`src/rtl/ptt_pkg.sv`:
```
package ptt_pkg;

  localparam int unsigned TimeW   = 40;
  localparam int unsigned PeriodW = 32;
  localparam int unsigned DueW    = 41;
  localparam int unsigned SlotW   = 4;

  typedef enum logic [1:0] {
    OP_TICK   = 2'd0,
    OP_HOOK   = 2'd1,
    OP_UNHOOK = 2'd2,
    OP_CLEAR  = 2'd3
  } op_e;

  typedef enum logic [2:0] {
    KIND_FIRE      = 3'd0,
    KIND_TICK_DONE = 3'd1,
    KIND_HOOK_OK   = 3'd2,
    KIND_HOOK_REJ  = 3'd3,
    KIND_REMOVED   = 3'd4,
    KIND_NOT_FOUND = 3'd5,
    KIND_CLEARED   = 3'd6
  } kind_e;

  typedef struct packed {
    logic [1:0]         req_type;
    logic [SlotW-1:0]   slot;
    logic [PeriodW-1:0] period_seconds;
    logic [TimeW-1:0]   time_seconds;
  } req_t;

  typedef struct packed {
    logic [2:0]         kind;
    logic [SlotW-1:0]   fired_slot;
    logic [TimeW-1:0]   fire_time;
    logic [PeriodW-1:0] fired_period;
    logic [4:0]         fire_count;
    logic               tick_changed;
    logic               last;
  } res_t;

  typedef struct packed {
    op_e                op;
    logic [SlotW-1:0]   slot;
    logic               slot_ok;
    logic               hook_bad;
    logic [PeriodW-1:0] period;
    logic [TimeW-1:0]   now;
  } cmd_t;

endpackage

```
`src/rtl/ptt_front.sv`:
```
module ptt_front #(
  parameter int unsigned NUM_SLOTS = 16
) (
  input  logic          clk_i,
  input  logic          rst_ni,
  input  logic          push_i,
  output logic          full_o,
  input  ptt_pkg::req_t req_i,
  output logic          cmd_valid_o,
  input  logic          cmd_take_i,
  output ptt_pkg::cmd_t cmd_o
);
  import ptt_pkg::*;

  localparam int unsigned CmpW = (SlotW > 9) ? SlotW : 9;

  cmd_t       buf_q [2];
  logic       wptr_q, rptr_q;
  logic [1:0] cnt_q;
  cmd_t       cls;
  logic       do_push, do_pop;

  always_comb begin
    cls.op       = op_e'(req_i.req_type);
    cls.slot     = req_i.slot;
    cls.slot_ok  = CmpW'(req_i.slot) < CmpW'(NUM_SLOTS);
    cls.hook_bad = (req_i.period_seconds == '0) || !cls.slot_ok;
    cls.period   = req_i.period_seconds;
    cls.now      = req_i.time_seconds;
  end

  assign full_o      = cnt_q == 2'd2;
  assign cmd_valid_o = cnt_q != 2'd0;
  assign cmd_o       = buf_q[rptr_q];
  assign do_push     = push_i && !full_o;
  assign do_pop      = cmd_take_i && cmd_valid_o;

  always_ff @(posedge clk_i) begin
    if (do_push) begin
      buf_q[wptr_q] <= cls;
    end
  end

  always_ff @(posedge clk_i or negedge rst_ni) begin
    if (!rst_ni) begin
      wptr_q <= 1'b0;
      rptr_q <= 1'b0;
      cnt_q  <= 2'd0;
    end else begin
      if (do_push) wptr_q <= !wptr_q;
      if (do_pop)  rptr_q <= !rptr_q;
      cnt_q <= cnt_q + 2'(do_push) - 2'(do_pop);
    end
  end

endmodule

```
`src/rtl/ptt_rem.sv`:
```
module ptt_rem (
  input  logic                          clk_i,
  input  logic                          rst_ni,
  input  logic                          start_i,
  input  logic [ptt_pkg::TimeW-1:0]     dividend_i,
  input  logic [ptt_pkg::PeriodW-1:0]   divisor_i,
  output logic                          done_o,
  output logic [ptt_pkg::PeriodW-1:0]   rem_o
);
  import ptt_pkg::*;

  logic [PeriodW:0]   r_q, r_shift, r_d;
  logic [TimeW-1:0]   dnd_q;
  logic [PeriodW-1:0] dsr_q;
  logic [5:0]         cnt_q;
  logic               busy_q, done_q;

  always_comb begin
    r_shift = {r_q[PeriodW-1:0], dnd_q[TimeW-1]};
    r_d     = (r_shift >= {1'b0, dsr_q}) ? r_shift - {1'b0, dsr_q} : r_shift;
  end

  assign done_o = done_q;
  assign rem_o  = r_q[PeriodW-1:0];

  always_ff @(posedge clk_i) begin
    if (start_i) begin
      r_q   <= '0;
      dnd_q <= dividend_i;
      dsr_q <= divisor_i;
    end else if (busy_q) begin
      r_q   <= r_d;
      dnd_q <= {dnd_q[TimeW-2:0], 1'b0};
    end
  end

  always_ff @(posedge clk_i or negedge rst_ni) begin
    if (!rst_ni) begin
      busy_q <= 1'b0;
      done_q <= 1'b0;
      cnt_q  <= '0;
    end else begin
      done_q <= 1'b0;
      if (start_i) begin
        busy_q <= 1'b1;
        cnt_q  <= 6'(TimeW);
      end else if (busy_q) begin
        cnt_q <= cnt_q - 6'd1;
        if (cnt_q == 6'd1) begin
          busy_q <= 1'b0;
          done_q <= 1'b1;
        end
      end
    end
  end

endmodule

```
`src/rtl/ptt_back.sv`:
```
module ptt_back #(
  parameter int unsigned NUM_SLOTS = 16
) (
  input  logic          clk_i,
  input  logic          rst_ni,
  input  logic          cmd_valid_i,
  output logic          cmd_take_o,
  input  ptt_pkg::cmd_t cmd_i,
  output logic          res_valid_o,
  input  logic          res_ready_i,
  output ptt_pkg::res_t res_o
);
  import ptt_pkg::*;

  localparam int unsigned IdxW = (NUM_SLOTS > 1) ? $clog2(NUM_SLOTS) : 1;
  localparam int unsigned CntW = $clog2(NUM_SLOTS + 1);

  typedef enum logic [5:0] {
    ST_IDLE  = 6'b000001,
    ST_SCAN  = 6'b000010,
    ST_CHECK = 6'b000100,
    ST_DIV   = 6'b001000,
    ST_FIRE  = 6'b010000,
    ST_DONE  = 6'b100000
  } state_e;

  state_e               state_q, state_d;
  logic [NUM_SLOTS-1:0] valid_q, valid_d;
  logic [IdxW-1:0]      idx_q, idx_d, cmd_idx, wr_idx;
  logic [CntW-1:0]      cnt_q, cnt_d;
  logic                 changed_q, changed_d;
  logic [TimeW-1:0]     last_q, last_d, now_q, now_d;

  logic [PeriodW-1:0]   mem_per [NUM_SLOTS];
  logic [DueW-1:0]      mem_due [NUM_SLOTS];
  logic [PeriodW-1:0]   rd_per_q;
  logic [DueW-1:0]      rd_due_q;
  logic                 wr_en, wr_hook;
  logic [DueW-1:0]      wr_due;

  logic                 rem_start, rem_done;
  logic [PeriodW-1:0]   rem;
  logic [DueW-1:0]      fire_due;

  ptt_rem u_rem (
    .clk_i,
    .rst_ni,
    .start_i    (rem_start),
    .dividend_i (now_q - rd_due_q[TimeW-1:0]),
    .divisor_i  (rd_per_q),
    .done_o     (rem_done),
    .rem_o      (rem)
  );

  assign cmd_idx  = IdxW'(cmd_i.slot);
  assign fire_due = {1'b0, now_q} - DueW'(rem) + DueW'(rd_per_q);

  always_ff @(posedge clk_i) begin
    if (wr_en) begin
      mem_due[wr_idx] <= wr_due;
      if (wr_hook) mem_per[wr_idx] <= cmd_i.period;
    end
    rd_per_q <= mem_per[idx_q];
    rd_due_q <= mem_due[idx_q];
  end

  always_comb begin
    state_d       = state_q;
    valid_d       = valid_q;
    idx_d         = idx_q;
    cnt_d         = cnt_q;
    changed_d     = changed_q;
    last_d        = last_q;
    now_d         = now_q;
    cmd_take_o    = 1'b0;
    res_valid_o   = 1'b0;
    res_o         = '0;
    res_o.last    = 1'b1;
    wr_en         = 1'b0;
    wr_hook       = 1'b0;
    wr_idx        = idx_q;
    wr_due        = fire_due;
    rem_start     = 1'b0;

    unique case (state_q)
      ST_IDLE: begin
        if (cmd_valid_i) begin
          unique case (cmd_i.op)
            OP_TICK: begin
              cmd_take_o = 1'b1;
              changed_d  = cmd_i.now != last_q;
              last_d     = cmd_i.now;
              now_d      = cmd_i.now;
              idx_d      = '0;
              cnt_d      = '0;
              state_d    = ST_SCAN;
            end
            OP_HOOK: begin
              res_valid_o = 1'b1;
              cmd_take_o  = res_ready_i;
              res_o.kind  = cmd_i.hook_bad ? KIND_HOOK_REJ : KIND_HOOK_OK;
              if (res_ready_i && !cmd_i.hook_bad) begin
                wr_en            = 1'b1;
                wr_hook          = 1'b1;
                wr_idx           = cmd_idx;
                wr_due           = DueW'(cmd_i.now) + DueW'(cmd_i.period);
                valid_d[cmd_idx] = 1'b1;
              end
            end
            OP_UNHOOK: begin
              res_valid_o = 1'b1;
              cmd_take_o  = res_ready_i;
              if (cmd_i.slot_ok && valid_q[cmd_idx]) begin
                res_o.kind = KIND_REMOVED;
                if (res_ready_i) valid_d[cmd_idx] = 1'b0;
              end else begin
                res_o.kind = KIND_NOT_FOUND;
              end
            end
            OP_CLEAR: begin
              res_valid_o = 1'b1;
              cmd_take_o  = res_ready_i;
              res_o.kind  = KIND_CLEARED;
              if (res_ready_i) valid_d = '0;
            end
            default: ;
          endcase
        end
      end
      ST_SCAN: begin
        if (valid_q[idx_q]) begin
          state_d = ST_CHECK;
        end else if (idx_q == IdxW'(NUM_SLOTS - 1)) begin
          state_d = ST_DONE;
        end else begin
          idx_d = idx_q + IdxW'(1);
        end
      end
      ST_CHECK: begin
        if ({1'b0, now_q} < rd_due_q) begin
          if (idx_q == IdxW'(NUM_SLOTS - 1)) begin
            state_d = ST_DONE;
          end else begin
            idx_d   = idx_q + IdxW'(1);
            state_d = ST_SCAN;
          end
        end else begin
          rem_start = 1'b1;
          state_d   = ST_DIV;
        end
      end
      ST_DIV: begin
        if (rem_done) state_d = ST_FIRE;
      end
      ST_FIRE: begin
        res_valid_o        = 1'b1;
        res_o.kind         = KIND_FIRE;
        res_o.fired_slot   = SlotW'(idx_q);
        res_o.fire_time    = now_q;
        res_o.fired_period = rd_per_q;
        res_o.last         = 1'b0;
        if (res_ready_i) begin
          wr_en = 1'b1;
          cnt_d = cnt_q + CntW'(1);
          if (idx_q == IdxW'(NUM_SLOTS - 1)) begin
            state_d = ST_DONE;
          end else begin
            idx_d   = idx_q + IdxW'(1);
            state_d = ST_SCAN;
          end
        end
      end
      ST_DONE: begin
        res_valid_o        = 1'b1;
        res_o.kind         = KIND_TICK_DONE;
        res_o.fire_count   = 5'(cnt_q);
        res_o.tick_changed = changed_q;
        if (res_ready_i) state_d = ST_IDLE;
      end
      default: state_d = ST_IDLE;
    endcase
  end

  always_ff @(posedge clk_i or negedge rst_ni) begin
    if (!rst_ni) begin
      state_q   <= ST_IDLE;
      valid_q   <= '0;
      idx_q     <= '0;
      cnt_q     <= '0;
      changed_q <= 1'b0;
      last_q    <= '0;
    end else begin
      state_q   <= state_d;
      valid_q   <= valid_d;
      idx_q     <= idx_d;
      cnt_q     <= cnt_d;
      changed_q <= changed_d;
      last_q    <= last_d;
    end
  end

  always_ff @(posedge clk_i) begin
    now_q <= now_d;
  end

endmodule

```
`src/rtl/ptt_outq.sv`:
```
module ptt_outq (
  input  logic          clk_i,
  input  logic          rst_ni,
  input  logic          res_valid_i,
  output logic          res_ready_o,
  input  ptt_pkg::res_t res_i,
  output logic          empty_o,
  input  logic          pop_i,
  output ptt_pkg::res_t res_o
);
  import ptt_pkg::*;

  res_t       buf_q [2];
  logic       wptr_q, rptr_q;
  logic [1:0] cnt_q;
  logic       do_push, do_pop;

  assign res_ready_o = cnt_q != 2'd2;
  assign empty_o     = cnt_q == 2'd0;
  assign res_o       = buf_q[rptr_q];
  assign do_push     = res_valid_i && res_ready_o;
  assign do_pop      = pop_i && !empty_o;

  always_ff @(posedge clk_i) begin
    if (do_push) begin
      buf_q[wptr_q] <= res_i;
    end
  end

  always_ff @(posedge clk_i or negedge rst_ni) begin
    if (!rst_ni) begin
      wptr_q <= 1'b0;
      rptr_q <= 1'b0;
      cnt_q  <= 2'd0;
    end else begin
      if (do_push) wptr_q <= !wptr_q;
      if (do_pop)  rptr_q <= !rptr_q;
      cnt_q <= cnt_q + 2'(do_push) - 2'(do_pop);
    end
  end

endmodule

```
`src/rtl/periodic_timer_table_unit.sv`:
```
// Periodic timer table: NUM_SLOTS interval timers addressed by slot number.
// Requests enter through a queue port (push/full) and results leave through
// a queue port (empty/pop); the oldest result sits on res_o while empty is low.
// Hook, unhook and clear give one result each; with the engine idle, the
// registered request is answered straight into the result queue.
// A tick scans every slot in order and gives one fire result per due slot,
// then a tick-done result carrying the fire count and the changed flag.
// Scan: a free slot is passed in the scan state, an armed slot is checked, and
// a due slot runs the bit-serial remainder unit (one bit per cycle over the
// 40-bit time difference) that computes its due-time catch-up, then fires.
// A two-entry request queue lets new requests land while a tick is scanning;
// a two-entry result queue decouples the engine from the consumer. When pop
// stays low the result queue fills and the engine holds in place, with no
// result lost; full rises once the request queue is also full.
// Reset frees all slots and zeroes the last tick time; both queues come up
// empty. Period and due storage need no clearing.
module periodic_timer_table_unit #(
  parameter int unsigned NUM_SLOTS = 16
) (
  input  logic          clk_i,
  input  logic          rst_ni,
  input  logic          push,
  output logic          full,
  input  ptt_pkg::req_t req_i,
  output logic          empty,
  input  logic          pop,
  output ptt_pkg::res_t res_o
);
  import ptt_pkg::*;

  logic cmd_valid, cmd_take, res_valid, res_ready;
  cmd_t cmd;
  res_t res;

  ptt_front #(.NUM_SLOTS(NUM_SLOTS)) u_front (
    .clk_i,
    .rst_ni,
    .push_i      (push),
    .full_o      (full),
    .req_i,
    .cmd_valid_o (cmd_valid),
    .cmd_take_i  (cmd_take),
    .cmd_o       (cmd)
  );

  ptt_back #(.NUM_SLOTS(NUM_SLOTS)) u_back (
    .clk_i,
    .rst_ni,
    .cmd_valid_i (cmd_valid),
    .cmd_take_o  (cmd_take),
    .cmd_i       (cmd),
    .res_valid_o (res_valid),
    .res_ready_i (res_ready),
    .res_o       (res)
  );

  ptt_outq u_outq (
    .clk_i,
    .rst_ni,
    .res_valid_i (res_valid),
    .res_ready_o (res_ready),
    .res_i       (res),
    .empty_o     (empty),
    .pop_i       (pop),
    .res_o
  );

endmodule
```
`config.mk`:
```
export PLATFORM = sky130hd
export DESIGN_NAME = periodic_timer_table_unit
export DESIGN_NICKNAME = d
export VERILOG_FILES = /design/src/rtl/ptt_pkg.sv /design/src/rtl/ptt_front.sv /design/src/rtl/ptt_rem.sv /design/src/rtl/ptt_back.sv /design/src/rtl/ptt_outq.sv /design/src/rtl/periodic_timer_table_unit.sv
export SDC_FILE = /design/constraint.sdc
export NUM_CORES = 2
export LEC_CHECK = 0
export ABC_AREA = 1
export BUFFER_PORTS_ARGS = -buffer_cell sky130_fd_sc_hd__buf_2
export CAP_MARGIN = 20
export CORE_MARGIN = 2
export CORE_UTILIZATION = 53
export DETAILED_ROUTE_END_ITERATION = 8
export PLACE_DENSITY = 0.69
export RECOVER_POWER = 25
export SLEW_MARGIN = 20
export SYNTH_ARGS = -nofsm -noshare
export SYNTH_HDL_FRONTEND = slang
export SYNTH_SLANG_ARGS = --single-unit
```
`constraint.sdc`:
```
create_clock -name clk_i -period 6.2 [get_ports clk_i]
set_clock_uncertainty 0.15 [all_clocks]
set_input_delay 0.62 -clock clk_i [delete_from_list [all_inputs] [get_ports clk_i]]
set_output_delay 0.62 -clock clk_i [all_outputs]
set_load 0.005 [all_outputs]
```
### After elaboration in Yosys (flattened, before gate mapping)

Memory sizes are Yosys's and may differ from the RTL's. A register that Yosys moved wholly into a read port is not among the register bits.
Index checks and enable logic that the tools add are counted.

| word-level totals | value |
|---|---|
| bits in registers | 232 |
| bits in writable memories | 1,498 |
| word-level logic and storage cells | 180 |
| memories | 4 |

| operators by class | value |
|---|---|
| mux-type cells | 82 |
| order comparisons | 5 |
| add/sub/neg operators | 12 |
| equal/unequal tests | 26 |
| bitwise logic cells | 3 |
| reductions and logical operators | 29 |

Memories:

| name | depth | width | read ports | clocked after Yosys merged registers in | wr ports | RTL line | source |
|---|---|---|---|---|---|---|---|
| u_back.mem_due | 16 | 41 | 1 | 1 | 1 | ptt_back.sv:35 | `logic [DueW-1:0] mem_due [NUM_SLOTS];` |
| u_back.mem_per | 16 | 32 | 1 | 1 | 1 | ptt_back.sv:34 | `logic [PeriodW-1:0] mem_per [NUM_SLOTS];` |
| u_outq.buf_q | 2 | 86 | 1 | 0 | 1 | ptt_outq.sv:13 | `res_t buf_q [2];` |
| u_front.buf_q | 2 | 79 | 1 | 0 | 1 | ptt_front.sv:17 | `cmd_t buf_q [2];` |

Operators by type and width:

| kind | count |
|---|---|
| $mux W41 | 4 |
| $mux W40 | 2 |
| $mux W76 | 1 |
| $mux W6 | 12 |
| $mux W16 | 4 |
| $pmux W16 S3 | 1 |
| $add A40 B32 Y41 | 1 |
| $add A41 B32 Y41 | 1 |
| $lt A40 B41 Y1 | 1 |
| $sub A40 B32 Y41 | 1 |
| $mux W4 | 10 |
| $ne A40 B40 Y1 | 1 |
| $sub A40 B40 Y40 | 1 |
| $pmux W6 S6 | 1 |
| $ge A33 B32 Y1 | 1 |
| $logic_not A32 Y1 | 1 |
| $mux W1 | 32 |
| $mux W32 | 1 |
| $sub A32 B32 Y32 | 1 |
| $and A16 B16 Y16 | 1 |
| $not A16 Y16 | 1 |
| $or A16 B16 Y16 | 1 |
| $pmux W4 S4 | 1 |
| $mux W5 | 3 |
| other kinds (39) | 73 |

### Longest topological paths before layout

An unclocked memory read counts as a cell.

| logic depth | value |
|---|---|
| depth in word-level cells | 10 |
| depth in mapped cells | 22 |
| mapped depth without buffers | 18 |

### Cells and area by module

Synthesis repeated with hierarchy kept, for this count alone.

| second synthesis, totals | value |
|---|---|
| cell total of the unflattened synthesis | 7,774 |
| area, all modules | 81,418.1 um^2 |

Modules (own cells, without submodules):

| module | seq. area each (um^2) | area an instance (um^2) | cells an instance | times used |
|---|---|---|---|---|
| ptt_back | 39,539.2 | 61,592.8 | 5,818 | 1 |
| ptt_rem | 3,002.9 | 7,210.7 | 1,008 | 1 |
| ptt_outq | 5,265.0 | 6,493.7 | 482 | 1 |
| ptt_front | 4,844.6 | 6,120.9 | 466 | 1 |

### Worst setup path before layout

Ideal clock, no wire load.

| timing | value |
|---|---|
| path kind | register -> register |
| from | register u_back.state_q[0] |
| to | memory u_outq.buf_q[1][0] (netlist name), enable pin |
| setup time | 0.532 ns |
| path buffers | 0 |
| clock period less this slack | 5.654 ns |
| data required time | 5.518 ns |
| arrival time | 4.971 ns |
| path slack | 0.546 ns |
| stages on the path, launching flop included | 9 |
| path through | dfstp_2 inv_1 nor2_1 nand3_1 nor2_2 nand2_1 a31oi_1 inv_1 nor2_1 |

| between the ends | value |
|---|---|
| longest elaborated chain between the ends | 6 |

RTL lines:

| what | RTL line | source |
|---|---|---|
| start: declaration | ptt_back.sv:27 | `state_e state_q, state_d;` |
| start signal: assignment | ptt_back.sv:193 | `state_q <= state_d;` |
| $eq A6 B5 Y1 or $eq A6 B6 Y1 (tied branches) | ptt_back.sv:85 | `unique case (state_q)` |
| $reduce_or A2 Y1 (no line) | -- |  |
| $pmux W1 S2 * | ptt_back.sv:85 |  |
| $logic_and A1 B1 Y1 * | ptt_outq.sv:21 | `assign do_push = res_valid_i && res_ready_o;` |
| net u_outq.do_push | ptt_outq.sv:16 | `logic do_push, do_pop;` |
| $mux W1 * | ptt_outq.sv:25 | `if (do_push) begin` |
| $mux W1 (implied by the code) * | ptt_outq.sv:26 | `buf_q[wptr_q] <= res_i;` |
| end: declaration | ptt_outq.sv:13 |  |

The timed path passes the listed nets; every way through them passes the cells marked *.

==> summary.txt <==
Outcome
  – Status: finished with violations
  – Failing checks: max-capacitance violations, max-slew violations

Yosys
  – Syn avg cell area: 10.5 um^2
  – Syn nets: 8068
  – Synth cell types: 54
  – Area share of the largest cell type after synthesis: 0.593
  – Top post-synthesis cells by count: nand2_1 (1731), edfxtp_1 (1610), nor2_1 (1044)
  – Async set-reset flop share out of synthesis: 0.0488
  – Yosys warns: 0
  – Ranking of synthesized cells by area: edfxtp_1 (59%), nand2_1 (8.0%), o21ai_0 (4.9%)
  – Ys flop type: edfxtp_1
  – #FFs+latches synth: 1803
  – Register area share after synthesis: 0.646
  – Mapped cell area: 81500 um^2
  – Top-count cell post-synth: nand2_1
  – Post-Syn Instances: 7798
  – Leading area contributor after synthesis: edfxtp_1
  – Post-synth EDFFs: 1610

Placement
  – # port buffers: 169
  – Area after DPL: 84900 um^2
  – RD Place Congestion: 1.06
  – Placed insts: 9775
  – Pre-CTS WS: 0.673 ns
  – Detailed Place HPWL: 176 mm

Floorplanning
  – Die area: 157000 um^2
  – Die width: 396 um
  – Core area: 152000 um^2
  – IO Pins: 170
  – Cell Rows: 143
  – Die Height: 396 um
  – Initial core utilization: 0.535

Clock tree
  – CTS tree: built
  – Clock buffer depth: 3
  – Cts bufs inserted: 181
  – Latest clock arrival within the worst-skew pair: 0.85 ns
  – CTS root buf: clkbuf_16
  – Clock Sinks: 1803
  – Reg clk slew, reported paths: 0.06 ns
  – H-tree Lvls: 4

Critical path
  – Worst-path maximum fanout: 49
  – CP Launch Type: flip-flop
  – Crit-path most repeated cell: nand2_1
  – Crit. End Element: flip-flop
  – Crit-path slowest cell: o21ai_0
  – Crit path DAT: 5.86 ns
  – CP peak stage delay: 0.67 ns
  – WP data required: 6.45 ns
  – CP Cell Sequence: buf_4, buf_4, nand2_1, nand2_1, ha_1, nand2_1, nand3_1, a21oi_1, inv_1, nand2_1, nand2_1, nand2_1, nand2_1, o21ai_0, nand2_1
  – WS Path Type: reg -> reg
  – Number of buffers and inverters on the critical path: 3
  – CP delay by family, top: simple AND/OR/NAND/NOR gates

Drt
  – Drt drc: 0
  – Vias per inst: 5.91
  – Drt pass-1 iters: 8
  – 1st-iter DRT viols: 7446
  – DR vias: 60286
  – Routed WL per cell: 25.4 um
  – Total Wirelength: 259 mm
  – Antenna Nets Post-Route: 0

Pwr
  – Tot Pwr: 51.3 mW
  – Leak: 35.1 nW
  – Maximum vdd ir drop: 632 uV
  – PD cells: 560 nW/um^2

STA
  – Fin. max-slew vios: 108
  – Final hold vios: 0
  – Setup Viol. Count Final: 0
  – Hold slack: 0.117 ns
  – Max Freq: 178 MHz
  – Final period utilization: 0.906
  – Tmin final: 5.62 ns
  – RSZ-0062 raised after global routing: false
  – Setup_tns: 0 ns
  – Rel. slew slack: -0.709
  – Slew @ Worst Pin: 2.56 ns
  – Fin worst setup slack: 0.582 ns

GRT
  – Vias in the first global route: 57011
  – Largest net degree at the start of global routing: 198
  – Total GRT Usage: 0.326
  – Grt ovf: 0
  – First-pass GRT wire length: 376 mm
  – Antenna violations before repair: 30

Layout
  – Synthesis-to-finish area growth: 12.3%
  – Non-Filler Instances: 10196
  – Layout cells sized above 1: 0.0705
  – Layout Utilization: 0.601
  – Fin area: 91500 um^2
  – Final Net Count: 8279
  – FILL cells: 12446

Min path
  – HP Class: in -> reg

Job
  – Max Cap Viol: 5
where the power goes:
group / switching [mW] / internal (mW) / leakage, nW / total (mW)
Sequential: 0.744 / 17.8 / 16.6 / 18.6
Combinational: 16.6 / 5.09 / 15.6 / 21.7
Clock: 4.73 / 6.28 / 2.93 / 11.0
Total: 22.1 / 29.2 / 35.1 / 51.3
final timing paths:
check / start / to / slack, ns / depth (start not counted)
max: u_front.rptr_q / u_back.mem_due[11][25] / 0.58 / 15
max reg2reg: u_front.rptr_q / u_back.mem_due[11][25] / 0.58 / 15
max in group asynchronous: rst_ni / u_back.idx_q[0] / 2.08 / 3
min: push / u_front.wptr_q / 0.12 / 5
min reg2reg: u_back.rd_per_q[1] / u_back.u_rem.dsr_q[1] / 0.27 / 0
min in group asynchronous: rst_ni / u_back.valid_q[15] / 0.98 / 2
state kept, by name (all words and copies together) (netlist names), 40 cells and up:
register	cells
u_outq.buf_q	172
u_back.mem_per	512
u_back.mem_due	656
u_back.now_q	40
u_back.last_q	40
u_back.rd_due_q	41
u_back.u_rem.dnd_q	40
u_front.buf_q	158
worst min-delay path, cell delays in order:
cell and delay, ns:
buf_2 0.07, o21ai_0 0.13, inv_1 0.11, nor2_1 0.05, nor2_1 0.07
layout by cell type, fill, tap and decap left out, types with 113 or more instances in the layout:
cell,count
clkbuf_1,134
ha_1,153
a21oi_1,202
nand2_1,1730
edfxtp_1,1610
o21ai_0,786
o22ai_1,184
nand3_1,333
inv_1,610
o221ai_1,113
clkbuf_16,182
nor2_1,1010
final cells by class:
cell class / instances / area [um^2] / area share
Clock inverter: 99 / 1230 / 0.0135
Multi-Input combinational cell: 5032 / 25300 / 0.277
Timing Repair Buffer: 357 / 2530 / 0.0276
Sequential cell: 1803 / 52700 / 0.575
Tap cell: 2030 / 2540 / 0.0277
Antenna cell: 9 / 22.5 / 0.000246
Inverter: 634 / 2400 / 0.0262
Clock buffer: 232 / 4800 / 0.0525
layer usage:
| metal | vias to the layer above | track usage | wire, um |
|---|---|---|---|
| met5 | - | 0 | 69 |
| met4 | 10 | 0.129 | 10900 |
| met3 | 456 | 0.0540 | 22900 |
| met2 | 2962 | 0.517 | 120000 |
| met1 | 29416 | 0.450 | 105000 |
| li1 | 27442 | - | - |
cell families (layout without fill, tap and decap cells):
family / count (synthesis) / count (layout) / synth area share
and+or+nand+nor: 3336 / 3336 / 0.167
other: 0 / 9 / 0
DFF: 1803 / 1803 / 0.646
buffers and inverters: 963 / 1322 / 0.0459
xor gates and xnor gates: 88 / 88 / 0.00946
AOI/OAI and AO/OA: 1420 / 1420 / 0.0992
adders and majority gates: 188 / 188 / 0.0321
repair_timing:
action / in CTS / in global routing
hold endpoints to repair: 187 / 0
endpoints found under the setup margin: 0 / 0
hold buffers: 80 / 0
setup buffers: 0 / 0
resized for setup: 0 / 0
(Power assumes the default switching activity.)
